===== config.mk =====
export PLATFORM = sky130hd
export DESIGN_NAME = segment_display_two_wire_driver
export DESIGN_NICKNAME = d
export VERILOG_FILES = /design/src/rtl/sdtw_pkg.sv /design/src/rtl/segment_display_two_wire_driver.sv /design/src/rtl/sdtw_in_stage.sv /design/src/rtl/sdtw_sequencer.sv /design/src/rtl/sdtw_out_stage.sv
export SDC_FILE = /design/constraint.sdc
export NUM_CORES = 1
export LEC_CHECK = 0
export BUFFER_PORTS_ARGS = -buffer_cell sky130_fd_sc_hd__buf_2
export CORE_MARGIN = 10
export CORE_UTILIZATION = 45
export DETAILED_ROUTE_END_ITERATION = 12
export HOLD_SLACK_MARGIN = 0.02
export SLEW_MARGIN = 30
export SYNTH_ARGS = -nofsm -noshare
export SYNTH_HDL_FRONTEND = slang
export SYNTH_SLANG_ARGS = --single-unit

===== constraint.sdc =====
create_clock -name clk -period 8.25 [get_ports clk]
set_input_delay 0 -clock clk [delete_from_list [all_inputs] [get_ports clk]]
set_output_delay 0 -clock clk [all_outputs]
set_load 0.005 [all_outputs]

===== src/rtl/sdtw_pkg.sv =====
// ----------------------------------------------------------------------------
// sdtw_pkg
// Word types, operation codes and fixed bytes of the two-wire display driver.
// ----------------------------------------------------------------------------
package sdtw_pkg;

    localparam logic OP_UPDATE = 1'b0;
    localparam logic OP_TICK   = 1'b1;

    localparam logic [7:0] CTRL_RESET_VALUE = 8'h88;
    localparam logic [7:0] CMD_DATA_WRITE   = 8'h40;
    localparam logic [7:0] CMD_ADDR_SET     = 8'hC0;

    typedef struct packed {
        logic       operation;
        logic [3:0] digit_zero;
        logic [3:0] digit_one;
        logic [3:0] digit_two;
        logic [3:0] digit_three;
        logic       colon_on;
        logic       data_in;
    } in_word_t;

    typedef struct packed {
        logic clock_line;
        logic data_line;
        logic data_drive_enable;
        logic busy_res;
        logic ack_fault;
        logic frame_done;
    } out_word_t;

    // Digits ten and above show blank.
    function automatic logic [7:0] seg_lookup(input logic [3:0] digit);
        logic [7:0] seg;
        case (digit)
            4'd0:    seg = 8'h3F;
            4'd1:    seg = 8'h06;
            4'd2:    seg = 8'h5B;
            4'd3:    seg = 8'h4F;
            4'd4:    seg = 8'h66;
            4'd5:    seg = 8'h6D;
            4'd6:    seg = 8'h7D;
            4'd7:    seg = 8'h07;
            4'd8:    seg = 8'h7F;
            4'd9:    seg = 8'h6F;
            default: seg = 8'h00;
        endcase
        return seg;
    endfunction

endpackage


===== src/rtl/segment_display_two_wire_driver.sv =====
// An accepted word is registered in the input stage, and its result word in the output stage.
// One word per cycle unless out_ready stalls; the sequencer updates its state once per word.
// Stalls on the result side hold one word in the input register, then drop in_ready.
// Reset (rst_n low, asynchronous): pins idle high, no sequence running, control
// byte set to 0x88 and marked for sending before the next frame sequence.
// ----------------------------------------------------------------------------
// segment_display_two_wire_driver
// Bit-banged two-wire seven-segment display driver with valid/ready channels.
// ----------------------------------------------------------------------------
module segment_display_two_wire_driver
    import sdtw_pkg::*;
#(
    parameter int DIGIT_COUNT = 4
)
(
    input  logic       clk,
    input  logic       rst_n,
    input  logic       in_valid,
    output logic       in_ready,
    input  in_word_t   in_word,
    output logic       out_valid,
    input  logic       out_ready,
    output out_word_t  out_word,
    input  logic       cfg_write_en,
    input  logic [7:0] cfg_write_data
);

    logic      item_valid;
    in_word_t  item;
    logic      fire;
    out_word_t result;

    sdtw_in_stage u_in_stage (
        .clk        (clk),
        .rst_n      (rst_n),
        .in_valid   (in_valid),
        .in_ready   (in_ready),
        .in_word    (in_word),
        .take       (fire),
        .item_valid (item_valid),
        .item       (item)
    );

    sdtw_sequencer #(
        .DIGIT_COUNT (DIGIT_COUNT)
    ) u_sequencer (
        .clk            (clk),
        .rst_n          (rst_n),
        .fire           (fire),
        .item           (item),
        .cfg_write_en   (cfg_write_en),
        .cfg_write_data (cfg_write_data),
        .result         (result)
    );

    sdtw_out_stage u_out_stage (
        .clk        (clk),
        .rst_n      (rst_n),
        .item_valid (item_valid),
        .result     (result),
        .fire       (fire),
        .out_valid  (out_valid),
        .out_ready  (out_ready),
        .out_word   (out_word)
    );

endmodule


===== src/rtl/sdtw_in_stage.sv =====
// ----------------------------------------------------------------------------
// sdtw_in_stage
// Input register: holds one accepted word until the sequencer takes it.
// ----------------------------------------------------------------------------
module sdtw_in_stage
    import sdtw_pkg::*;
(
    input  logic     clk,
    input  logic     rst_n,
    input  logic     in_valid,
    output logic     in_ready,
    input  in_word_t in_word,
    input  logic     take,
    output logic     item_valid,
    output in_word_t item
);

    logic     item_valid_reg;
    logic     item_valid_next;
    in_word_t item_reg;

    assign in_ready = !item_valid_reg || take;

    always_comb
    begin
        item_valid_next = item_valid_reg;
        if (in_valid && in_ready)
        begin
            item_valid_next = 1'b1;
        end
        else if (take)
        begin
            item_valid_next = 1'b0;
        end
    end

    always_ff @(posedge clk or negedge rst_n)
    begin
        if (!rst_n)
        begin
            item_valid_reg <= 1'b0;
        end
        else
        begin
            item_valid_reg <= item_valid_next;
        end
    end

    always_ff @(posedge clk)
    begin
        if (in_valid && in_ready)
        begin
            item_reg <= in_word;
        end
    end

    assign item_valid = item_valid_reg;
    assign item       = item_reg;

endmodule


===== src/rtl/sdtw_sequencer.sv =====
// ----------------------------------------------------------------------------
// sdtw_sequencer
// Frame sequencer: moves the pin waveform one step per tick word; an update word starts a sequence while idle.
// ----------------------------------------------------------------------------
module sdtw_sequencer
    import sdtw_pkg::*;
#(
    parameter int DIGIT_COUNT = 4
)
(
    input  logic       clk,
    input  logic       rst_n,
    input  logic       fire,
    input  in_word_t   item,
    input  logic       cfg_write_en,
    input  logic [7:0] cfg_write_data,
    output out_word_t  result
);

    localparam logic [2:0] PH_IDLE     = 3'd0;
    localparam logic [2:0] PH_START    = 3'd1;
    localparam logic [2:0] PH_CLK_LOW  = 3'd2;
    localparam logic [2:0] PH_DATA     = 3'd3;
    localparam logic [2:0] PH_CLK_HIGH = 3'd4;
    localparam logic [2:0] PH_ACK      = 3'd5;
    localparam logic [2:0] PH_STOP     = 3'd6;

    localparam logic [1:0] KIND_CTRL = 2'd0;
    localparam logic [1:0] KIND_DATA = 2'd1;
    localparam logic [1:0] KIND_ADDR = 2'd2;

    localparam int          COLON_IDX  = (DIGIT_COUNT > 1) ? 1 : 0;
    localparam logic [3:0]  ADDR_BYTES = 4'(1 + DIGIT_COUNT);

    logic [2:0] phase_reg,   phase_next;
    logic [3:0] bit_reg,     bit_next;
    logic [2:0] byte_reg,    byte_next;
    logic [1:0] kind_reg,    kind_next;
    logic [7:0] shift_reg,   shift_next;
    logic [7:0] ctrl_reg,    ctrl_next;
    logic       pending_reg, pending_next;
    logic       fault_reg,   fault_next;
    logic       clk_lvl_reg, clk_lvl_next;
    logic       dat_lvl_reg, dat_lvl_next;
    logic       drive_reg,   drive_next;
    logic       busy_reg,    busy_next;
    logic [7:0] seg_reg  [DIGIT_COUNT];
    logic [7:0] seg_next [DIGIT_COUNT];

    logic [3:0] digits [4];
    logic [2:0] byte_inc;
    logic [2:0] load_idx;
    logic [7:0] load_byte;
    logic [3:0] frame_len;
    logic       done;

    assign digits[0] = item.digit_zero;
    assign digits[1] = item.digit_one;
    assign digits[2] = item.digit_two;
    assign digits[3] = item.digit_three;

    assign byte_inc  = byte_reg + 3'd1;
    assign frame_len = (kind_reg == KIND_CTRL || kind_reg == KIND_DATA) ? 4'd1 : ADDR_BYTES;

    // The start step loads byte zero; the ack step loads the following byte.
    assign load_idx = (phase_reg == PH_START) ? 3'd0 : byte_inc;

    always_comb
    begin
        load_byte = 8'h00;
        if (kind_reg == KIND_CTRL)
        begin
            load_byte = ctrl_reg;
        end
        else if (kind_reg == KIND_DATA)
        begin
            load_byte = CMD_DATA_WRITE;
        end
        else if (load_idx == 3'd0)
        begin
            load_byte = CMD_ADDR_SET;
        end
        else
        begin
            for (int j = 0; j < DIGIT_COUNT; j++)
            begin
                if (load_idx == 3'(j + 1))
                begin
                    load_byte = seg_reg[j];
                end
            end
        end
    end

    always_comb
    begin
        phase_next   = phase_reg;
        bit_next     = bit_reg;
        byte_next    = byte_reg;
        kind_next    = kind_reg;
        shift_next   = shift_reg;
        ctrl_next    = ctrl_reg;
        pending_next = pending_reg;
        fault_next   = fault_reg;
        clk_lvl_next = clk_lvl_reg;
        dat_lvl_next = dat_lvl_reg;
        drive_next   = drive_reg;
        busy_next    = busy_reg;
        seg_next     = seg_reg;
        done         = 1'b0;

        if (fire && item.operation == OP_UPDATE)
        begin
            // An update that arrives during a sequence is dropped.
            if (!busy_reg)
            begin
                for (int i = 0; i < DIGIT_COUNT; i++)
                begin
                    seg_next[i] = (i < 4) ? seg_lookup(digits[2'(i)]) : 8'h00;
                end
                if (DIGIT_COUNT > 1 && item.colon_on)
                begin
                    seg_next[COLON_IDX][7] = 1'b1;
                end
                busy_next  = 1'b1;
                kind_next  = pending_reg ? KIND_CTRL : KIND_DATA;
                bit_next   = 4'd0;
                byte_next  = 3'd0;
                phase_next = PH_START;
            end
        end
        else if (fire)
        begin
            case (phase_reg)
                PH_START:
                begin
                    if (kind_reg == KIND_CTRL)
                    begin
                        pending_next = 1'b0;
                    end
                    dat_lvl_next = 1'b0;
                    drive_next   = 1'b1;
                    byte_next    = 3'd0;
                    bit_next     = 4'd0;
                    shift_next   = load_byte;
                    phase_next   = PH_CLK_LOW;
                end
                PH_CLK_LOW:
                begin
                    clk_lvl_next = 1'b0;
                    phase_next   = PH_DATA;
                end
                PH_DATA:
                begin
                    if (bit_reg < 4'd8)
                    begin
                        dat_lvl_next = shift_reg[0];
                        drive_next   = 1'b1;
                    end
                    else
                    begin
                        drive_next = 1'b0;
                    end
                    phase_next = PH_CLK_HIGH;
                end
                PH_CLK_HIGH:
                begin
                    clk_lvl_next = 1'b1;
                    if (bit_reg < 4'd8)
                    begin
                        shift_next = {1'b0, shift_reg[7:1]};
                        bit_next   = bit_reg + 4'd1;
                        phase_next = PH_CLK_LOW;
                    end
                    else
                    begin
                        phase_next = PH_ACK;
                    end
                end
                PH_ACK:
                begin
                    if (item.data_in)
                    begin
                        fault_next = 1'b1;
                    end
                    clk_lvl_next = 1'b0;
                    drive_next   = 1'b1;
                    byte_next    = byte_inc;
                    bit_next     = 4'd0;
                    if ({1'b0, byte_inc} < frame_len)
                    begin
                        shift_next = load_byte;
                        phase_next = PH_CLK_LOW;
                    end
                    else
                    begin
                        phase_next = PH_STOP;
                    end
                end
                PH_STOP:
                begin
                    if (bit_reg == 4'd0)
                    begin
                        dat_lvl_next = 1'b0;
                        drive_next   = 1'b1;
                        bit_next     = 4'd1;
                    end
                    else if (bit_reg == 4'd1)
                    begin
                        clk_lvl_next = 1'b1;
                        bit_next     = 4'd2;
                    end
                    else
                    begin
                        dat_lvl_next = 1'b1;
                        drive_next   = 1'b1;
                        bit_next     = 4'd0;
                        if (kind_reg == KIND_CTRL)
                        begin
                            kind_next  = KIND_DATA;
                            phase_next = PH_START;
                        end
                        else if (kind_reg == KIND_DATA)
                        begin
                            kind_next  = KIND_ADDR;
                            phase_next = PH_START;
                        end
                        else
                        begin
                            kind_next  = KIND_CTRL;
                            busy_next  = 1'b0;
                            phase_next = PH_IDLE;
                            done       = 1'b1;
                        end
                    end
                end
                default:
                begin
                    phase_next = phase_reg;
                end
            endcase
        end

        if (cfg_write_en)
        begin
            ctrl_next    = cfg_write_data;
            pending_next = 1'b1;
        end
    end

    always_ff @(posedge clk or negedge rst_n)
    begin
        if (!rst_n)
        begin
            phase_reg   <= PH_IDLE;
            bit_reg     <= 4'd0;
            byte_reg    <= 3'd0;
            kind_reg    <= KIND_CTRL;
            shift_reg   <= 8'h00;
            ctrl_reg    <= CTRL_RESET_VALUE;
            pending_reg <= 1'b1;
            fault_reg   <= 1'b0;
            clk_lvl_reg <= 1'b1;
            dat_lvl_reg <= 1'b1;
            drive_reg   <= 1'b1;
            busy_reg    <= 1'b0;
            for (int i = 0; i < DIGIT_COUNT; i++)
            begin
                seg_reg[i] <= 8'h00;
            end
        end
        else
        begin
            phase_reg   <= phase_next;
            bit_reg     <= bit_next;
            byte_reg    <= byte_next;
            kind_reg    <= kind_next;
            shift_reg   <= shift_next;
            ctrl_reg    <= ctrl_next;
            pending_reg <= pending_next;
            fault_reg   <= fault_next;
            clk_lvl_reg <= clk_lvl_next;
            dat_lvl_reg <= dat_lvl_next;
            drive_reg   <= drive_next;
            busy_reg    <= busy_next;
            seg_reg     <= seg_next;
        end
    end

    assign result.clock_line        = clk_lvl_next;
    assign result.data_line         = dat_lvl_next;
    assign result.data_drive_enable = drive_next;
    assign result.busy_res          = busy_next;
    assign result.ack_fault         = fault_next;
    assign result.frame_done        = done;

endmodule


===== src/rtl/sdtw_out_stage.sv =====
// ----------------------------------------------------------------------------
// sdtw_out_stage
// Result register: holds a finished word until the consumer takes it.
// ----------------------------------------------------------------------------
module sdtw_out_stage
    import sdtw_pkg::*;
(
    input  logic      clk,
    input  logic      rst_n,
    input  logic      item_valid,
    input  out_word_t result,
    output logic      fire,
    output logic      out_valid,
    input  logic      out_ready,
    output out_word_t out_word
);

    logic      out_valid_reg;
    logic      out_valid_next;
    out_word_t out_word_reg;

    // A new result may load when the register is empty or draining now.
    assign fire = item_valid && (!out_valid_reg || out_ready);

    always_comb
    begin
        out_valid_next = out_valid_reg;
        if (fire)
        begin
            out_valid_next = 1'b1;
        end
        else if (out_ready)
        begin
            out_valid_next = 1'b0;
        end
    end

    always_ff @(posedge clk or negedge rst_n)
    begin
        if (!rst_n)
        begin
            out_valid_reg <= 1'b0;
        end
        else
        begin
            out_valid_reg <= out_valid_next;
        end
    end

    always_ff @(posedge clk)
    begin
        if (fire)
        begin
            out_word_reg <= result;
        end
    end

    assign out_valid = out_valid_reg;
    assign out_word  = out_word_reg;

endmodule


# Word-level counts from Yosys, hierarchy flattened
# Memories as Yosys holds them, arrays and structs flattened. A register that Yosys moved wholly into a read port is not among the register bits.
# Index checks and enable logic that the tools add are counted.
word_totals:
  out_inout_bits: 8
  latch_bits: 0
  n_memories: 4
  wordCells: 179
  in_bits: 32
  reg_bits: 85
  rom_bits: 448
  ram_bits: 0
memory_table:
  columns: ["memory", "words", "word_bits", "rd", "rd_ports_with_merged_regs", "write_ports", "line_no", "source"]
  rows:
  - ["(name not given)", 16, 7, 1, 1, 0, "sdtw_pkg.sv:36", "case (digit)"]
  - ["(name not given)", 16, 7, 1, 1, 0, "sdtw_pkg.sv:36", null]
  - ["(name not given)", 16, 7, 1, 1, 0, "sdtw_pkg.sv:36", null]
  - ["(name not given)", 16, 7, 1, 1, 0, "sdtw_pkg.sv:36", null]
op_classes:
  n_mux: 81
  n_mul: 0
  bitwise_logic: 4
  n_eq_ne: 21
  div_mod_pow: 0
  n_reduce_logical: 36
  order_cmp: 2
  n_shift: 0
  addsub: 2
ops:
  columns: ["operator", "n"]
  rows:
  - ["8-bit two-way mux", 9]
  - ["3-bit two-way mux", 13]
  - ["1-bit two-way mux", 38]
  - ["8-bit case mux with 3 select lines", 1]
  - ["4-bit two-way mux", 5]
  - ["2-bit two-way mux", 9]
  - ["3-bit case mux with 6 select lines", 1]
  - ["5-bit AND reduction", 3]
  - ["2-bit nonzero test", 7]
  - ["3-bit by 2-bit == test with 1-bit output (second input constant)", 4]
  - ["3-bit == test (second input constant)", 4]
  - ["4-bit case mux with 3 select lines", 1]
  - ["1-bit case mux with 3 select lines", 3]
  - ["2-bit by 1-bit != test with 1-bit output (second input constant)", 4]
  - ["4-bit AND reduction", 2]
  - ["7-bit nonzero test", 1]
  - ["3-bit by 1-bit == test with 1-bit output (second input constant)", 2]
  - ["1-bit zero test", 6]
  - ["3-bit by 2-bit != test with 1-bit output (second input constant)", 2]
  - ["3-bit case mux with 2 select lines", 1]
  - ["3-bit nonzero test", 2]
  - ["5-bit OR reduction", 1]
  - ["4-bit by 1-bit adder with 4-bit output (second input constant)", 1]
  - ["4-bit by 1-bit == test with 1-bit output (second input constant)", 1]
  - ["16 further kinds", 25]

# Depth between registers and ports, before layout
logic_depth:
  word_depth: 12
  depth_mapped: 10
  depth_no_buf: 8

# By module
# A second synthesis with hierarchy kept.
hier_totals:
  hier_cells: 387
  hier_area_um2: 3948.8
modules_own_cells:
  columns: ["mod", "area_each_um2", "seq_area_each_um2", "n_inst", "cells_per_inst"]
  rows:
  - ["sdtw_sequencer", 3100.5, 1258.7, 1, 354]
  - ["sdtw_in_stage", 624.3, 595.6, 1, 23]
  - ["sdtw_out_stage", 224.0, 205.2, 1, 10]

# Worst setup path before layout
# Ideal clock, no wire load.
synth_timing:
  path_type: "reg-to-reg"
  startpoint: "register u_sequencer.byte_reg[0]"
  endpoint: "register u_sequencer.shift_reg[0]"
  arrival_time_ps: 2574
  path_buffers: 2
  setup_slack_ps: 5572
  synth_period_minus_slack_ps: 2678
  setup_ps: 104
  t_required_ps: 8146
  path_stages_with_launch: 11
  path_cell_list: "dfrtp_1 -> ha_1 -> xnor2_1 -> inv_1 -> ha_1 -> nor2b_1 -> o211a_1 -> buf_1 -> or3_1 -> buf_4 -> o41ai_2"
synth_between:
  elab_chain_len: 12
  elab_cells_between_ends: 19
  cone_classes: "add/sub: 1; order compare: 1; eq/ne: 5; mux: 10; reduce/logical: 2"
synth_rtl:
  columns: ["item", "line_no", "source"]
  rows:
  - ["from (decl)", "sdtw_sequencer.sv:37", "logic [2:0] byte_reg, byte_next;"]
  - ["from (signal assigned)", "sdtw_sequencer.sv:276", "byte_reg <= byte_next;"]
  - ["3-bit by 1-bit adder with 3-bit output *", "sdtw_sequencer.sv:62", "assign byte_inc = byte_reg + 3'd1;"]
  - ["3-bit two-way mux", "sdtw_sequencer.sv:66", "assign load_idx = (phase_reg == PH_START) ? 3'd0 : byte_inc;"]
  - ["3-bit by 1-bit == test with 1-bit output", "sdtw_sequencer.sv:87", "if (load_idx == 3'(j + 1))"]
  - ["8-bit two-way mux (4 in a row)", "sdtw_sequencer.sv:87", null]
  - ["8-bit two-way mux", "sdtw_sequencer.sv:79", "else if (load_idx == 3'd0)"]
  - ["8-bit two-way mux", "sdtw_sequencer.sv:75", "else if (kind_reg == KIND_DATA)"]
  - ["8-bit two-way mux", "sdtw_sequencer.sv:71", "if (kind_reg == KIND_CTRL)"]
  - ["8-bit two-way mux", "sdtw_sequencer.sv:190", "if ({1'b0, byte_inc} < frame_len)"]
  - ["8-bit case mux with 3 select lines", "sdtw_sequencer.sv:134", "case (phase_reg)"]
  - ["to (signal assigned)", "sdtw_sequencer.sv:278", "shift_reg <= shift_next;"]
  - ["to (decl)", "sdtw_sequencer.sv:39", "logic [7:0] shift_reg, shift_next;"]
# Mark *: on every way between the ends. The rest lies on a longest branch, timed or not. The select of a mux whose other input is x is not followed.
# A chain may end at the register's enable or synchronous reset.

# Worst setup path in the final report
layout_timing:
  startpoint: "register u_sequencer.byte_reg[0]"
  endpoint: "register u_sequencer.shift_reg[4]"
# Same word-level chain as after synthesis.

==> summary.md <==
| Metric | Value |
|---|---|
| Final period demand of the worst path | 3.11 ns |
| Final Hold Fails | 0 |
| Worst path required time | 8.50 ns |
| Setup WS post-layout | 5.14 ns |
| Initial Utilization | 45.6% |
| Unique masters post-synth | 61 |
| Rows | 34 |
| Worst path max stage delay | 0.55 ns |
| Starting DRT DRC Count | 117 |
| Number of iterations in the first detailed-routing pass | 4 |
| Pwr Total | 1.24 mW |
| Flip-flop and latch count after synthesis | 69 |
| Proportion of synthesized chip area in sequential cells | 46.2% |
| CTS tree | done |
| Maximum fanout along the worst path | 14 |
| Clock power share | 27.4% |
| Setup Viol. Count Final | 0 |
| Area used by multi-input combinational logic | 1960 µm² |
| Synth area leaders | dfrtp_1, edfxtp_1, ha_1 |
| Peak supply drop | 0.125 mV |
| Worst setup SP type | flip-flop |
| Buf/Inv on CP | 1 |
| Share of cells above drive strength 1 | 19.6% |
| Final instance area | 4630 µm² |
| Setup crit end kind | flip-flop |
| Largest net degree at the start of global routing | 53 |
| Total CTS buffers | 9 |
| P per Cell Area | 267 nW/µm² |
| GP Congestion | 0.825 |
| Fin crit share | 37.7% |
| Non-filler instance count after layout | 542 |
| Cell count after synthesis | 384 |
| Gr usage total | 14.7% |
| DIE HEIGHT | 114 µm |
| Async set or reset register ratio after synthesis | 75.4% |
| Final Core Density | 53.6% |
| WL final | 9.14 mm |
| Routed via count | 3068 |
| DR vias/cell | 5.66 |
| Worst-Skew Late Latency | 0.36 ns |
| Vias in the first global route | 3182 |
| Worst path arrival time | 3.36 ns |
| Largest area contributor in the synthesized netlist | dfrtp_1 |
| Max-slew violations | 0 |
| Setup WS pre-CTS | 5.12 ns |
| Leak | 1.90 nW |
| EDFF count, synth | 17 |
| Post-Synthesis Cell Area | 3940 µm² |
| Port bufs | 31 |
| Total gr overflow | 0 |
| # fillers | 797 |
| Detail Placement HPWL | 6.30 mm |
| Worst Max-Slew Pin Slew | 0.883 ns |
| CP Cell Sequence | ha_1 > xnor2_1 > inv_1 > ha_1 > nor2b_1 > o211a_1 > or3_1 > o41ai_2 |
| Crit-path leading delay family | compound AO/OA/AOI/OAI gates |
| Comb power frac | 30.4% |
| Register area | 1820 µm² |
| Syn Nets | 434 |
| Initial antenna violation count | 0 |
| Final ANT Viol Nets | 0 |
| Fmax achieved | 0.322 GHz |
| Area post-placement | 4160 µm² |
| Cell mode on critical path | ha_1 |
| Status | finished clean |
| Clk sink count | 69 |
| Top FF cell, synth | dfrtp_1 |
| Syn Area/Cell | 10.2 µm² |
| Largest register FFs | 16 |
| RSZ-0062 raised after global routing | false |
| Net Switching | 415 µW |
| I/O Pins | 40 |
| Internal power | 821 µW |
| Max_cap viols | 0 |
| Layout area overhead | 17.6% |
| Worst Setup Path Type | flip-flop to flip-flop |
| Root buffer cell | clkbuf_8 |
| Width of the chip | 114 µm |
| Die ar. | 12900 µm² |
| Hold WS | 0.298 ns |
| CTS resizes | 0 |
| Clk pin slew, worst setup/hold paths | 0.08 ns |
| Sw Ratio | 33.6% |
| Critical path's slowest cell | dfrtp_1 |
| Slew HR | 40.6% |
| Placeable Area | 8640 µm² |
| Avg WL per Cell | 16.9 µm |
| CTS H-tree lvls | 3 |
| Hold Path Class | input pin to async pin |
| Fin nets | 479 |
| First-pass GRT wire length | 15.6 mm |
| Diode count | 0 |
| DRC | 0 |
| Clk buf depth | 2 |
| Synth top area share | 29.3% |
| Fin Setup TNS | 0 ns |
| Yosys warns | 0 |
| Placed cell count | 503 |
| Sequential Power Share | 42.2% |
| Worst Skew | 0.0133 ns |
[kinds of logic after synthesis]
kind of cell    synth area share (%)
mux                             6.23
simple gates                    14.6
fa+ha+maj                       5.72
compound gates                  22.5
buf+inv                         4.23
xor+xnor                       0.445
flops                           46.2
[layout by cell type, fill, tap and decap left out, types with 4 or more instances in the layout]
cell and count:
inv_1 15, dfrtp_1 46, nor2_1 31, o21a_1 5
a21o_1 9, nand3b_1 4, nor3_1 5, nor3b_1 4
or3_1 4, nand3_1 9, dfstp_2 6, edfxtp_1 17
nand2b_1 14, clkbuf_8 9, buf_2 31, mux2_2 19
nor2b_1 5, ha_1 18, a21oi_1 24, dlygate4sd3_1 23
a22o_1 9, o41ai_2 5, o211ai_1 4, a211oi_1 7
o31ai_1 17, a31oi_1 4, nand2_1 18, o21ai_0 15
[cells in the mapped netlist, types with 3 or more instances]
cell type	n
a31oi_1	4
o31ai_1	17
ha_1	18
mux2_2	19
o21ai_0	15
buf_2	4
nor3b_1	4
nand2_1	18
a211oi_1	7
dfrtp_1	46
inv_1	15
clkbuf_1	13
inv_2	3
nor2b_1	6
nand2b_1	14
a21oi_1	24
nor3_1	5
dfstp_2	6
o21a_1	5
a22o_1	9
nand3b_1	4
nor2_1	31
o211ai_1	4
nand3_1	9
buf_1	4
or3_1	4
o41ai_2	5
edfxtp_1	17
a21o_1	9
[per-layer routing]
| metal | wire length [µm] | track usage (%) | up-vias |
|---|---|---|---|
| met2 | 4450 | 24.3 | 75 |
| met1 | 4130 | 18.3 | 1470 |
| met4 | 125 | 4.23 | 0 |
| met5 | 0 | 0 | - |
| li1 | - | - | 1514 |
| met3 | 433 | 4.20 | 9 |
[tightest hold or removal path, stage by stage]
cell,delay [ns]
dlygate4sd3_1,0.52
buf_2,0.09
buf_4,0.54
[layout make-up]
cell class              instances  area share, %
inverters                      18           1.46
clock buffers                  10           2.76
repair buffers                 57           8.81
flip-flops and latches         69           39.3
clock inverters                 6           2.38
multi-input cells             274           42.4
well taps                     108           2.92
[worst paths after layout]
check | start | slack (ns) | endpoint | cells past startpoint
worst min-delay path | rst_n | 0.30 | u_sequencer.bit_reg[1] | 3
worst max-delay path | u_sequencer.byte_reg[0] | 5.14 | u_sequencer.shift_reg[4] | 8
max in group asynchronous | rst_n | 7.49 | u_sequencer.shift_reg[0] | 3
worst min register to register | u_sequencer.fault_reg | 0.46 | u_sequencer.fault_reg | 1
worst max register to register | u_sequencer.byte_reg[0] | 5.14 | u_sequencer.shift_reg[4] | 8
min in group clk | in_word[16] | 0.34 | u_in_stage.item[16] | 2
[power groups by stage]
| stage | sequential (mW) | combinational, mW | clock (mW) |
|---|---|---|---|
| after global routing | 0.534 | 0.426 | 0.358 |
| after global placement | 0.525 | 0.358 | 0 |
| final | 0.521 | 0.376 | 0.339 |
| after CTS | 0.522 | 0.377 | 0.344 |
| after detailed placement | 0.527 | 0.368 | 0 |
| after floorplan | 0.489 | 0.304 | 0 |
[repair_timing]
item / CTS / global route
hold endpoints to repair: 68 / 0
endpoints found under the setup margin: 0 / 0
hold buffers: 23 / 0
setup buffers: 0 / 0
No activity file was read; power rests on OpenSTA's default activity.
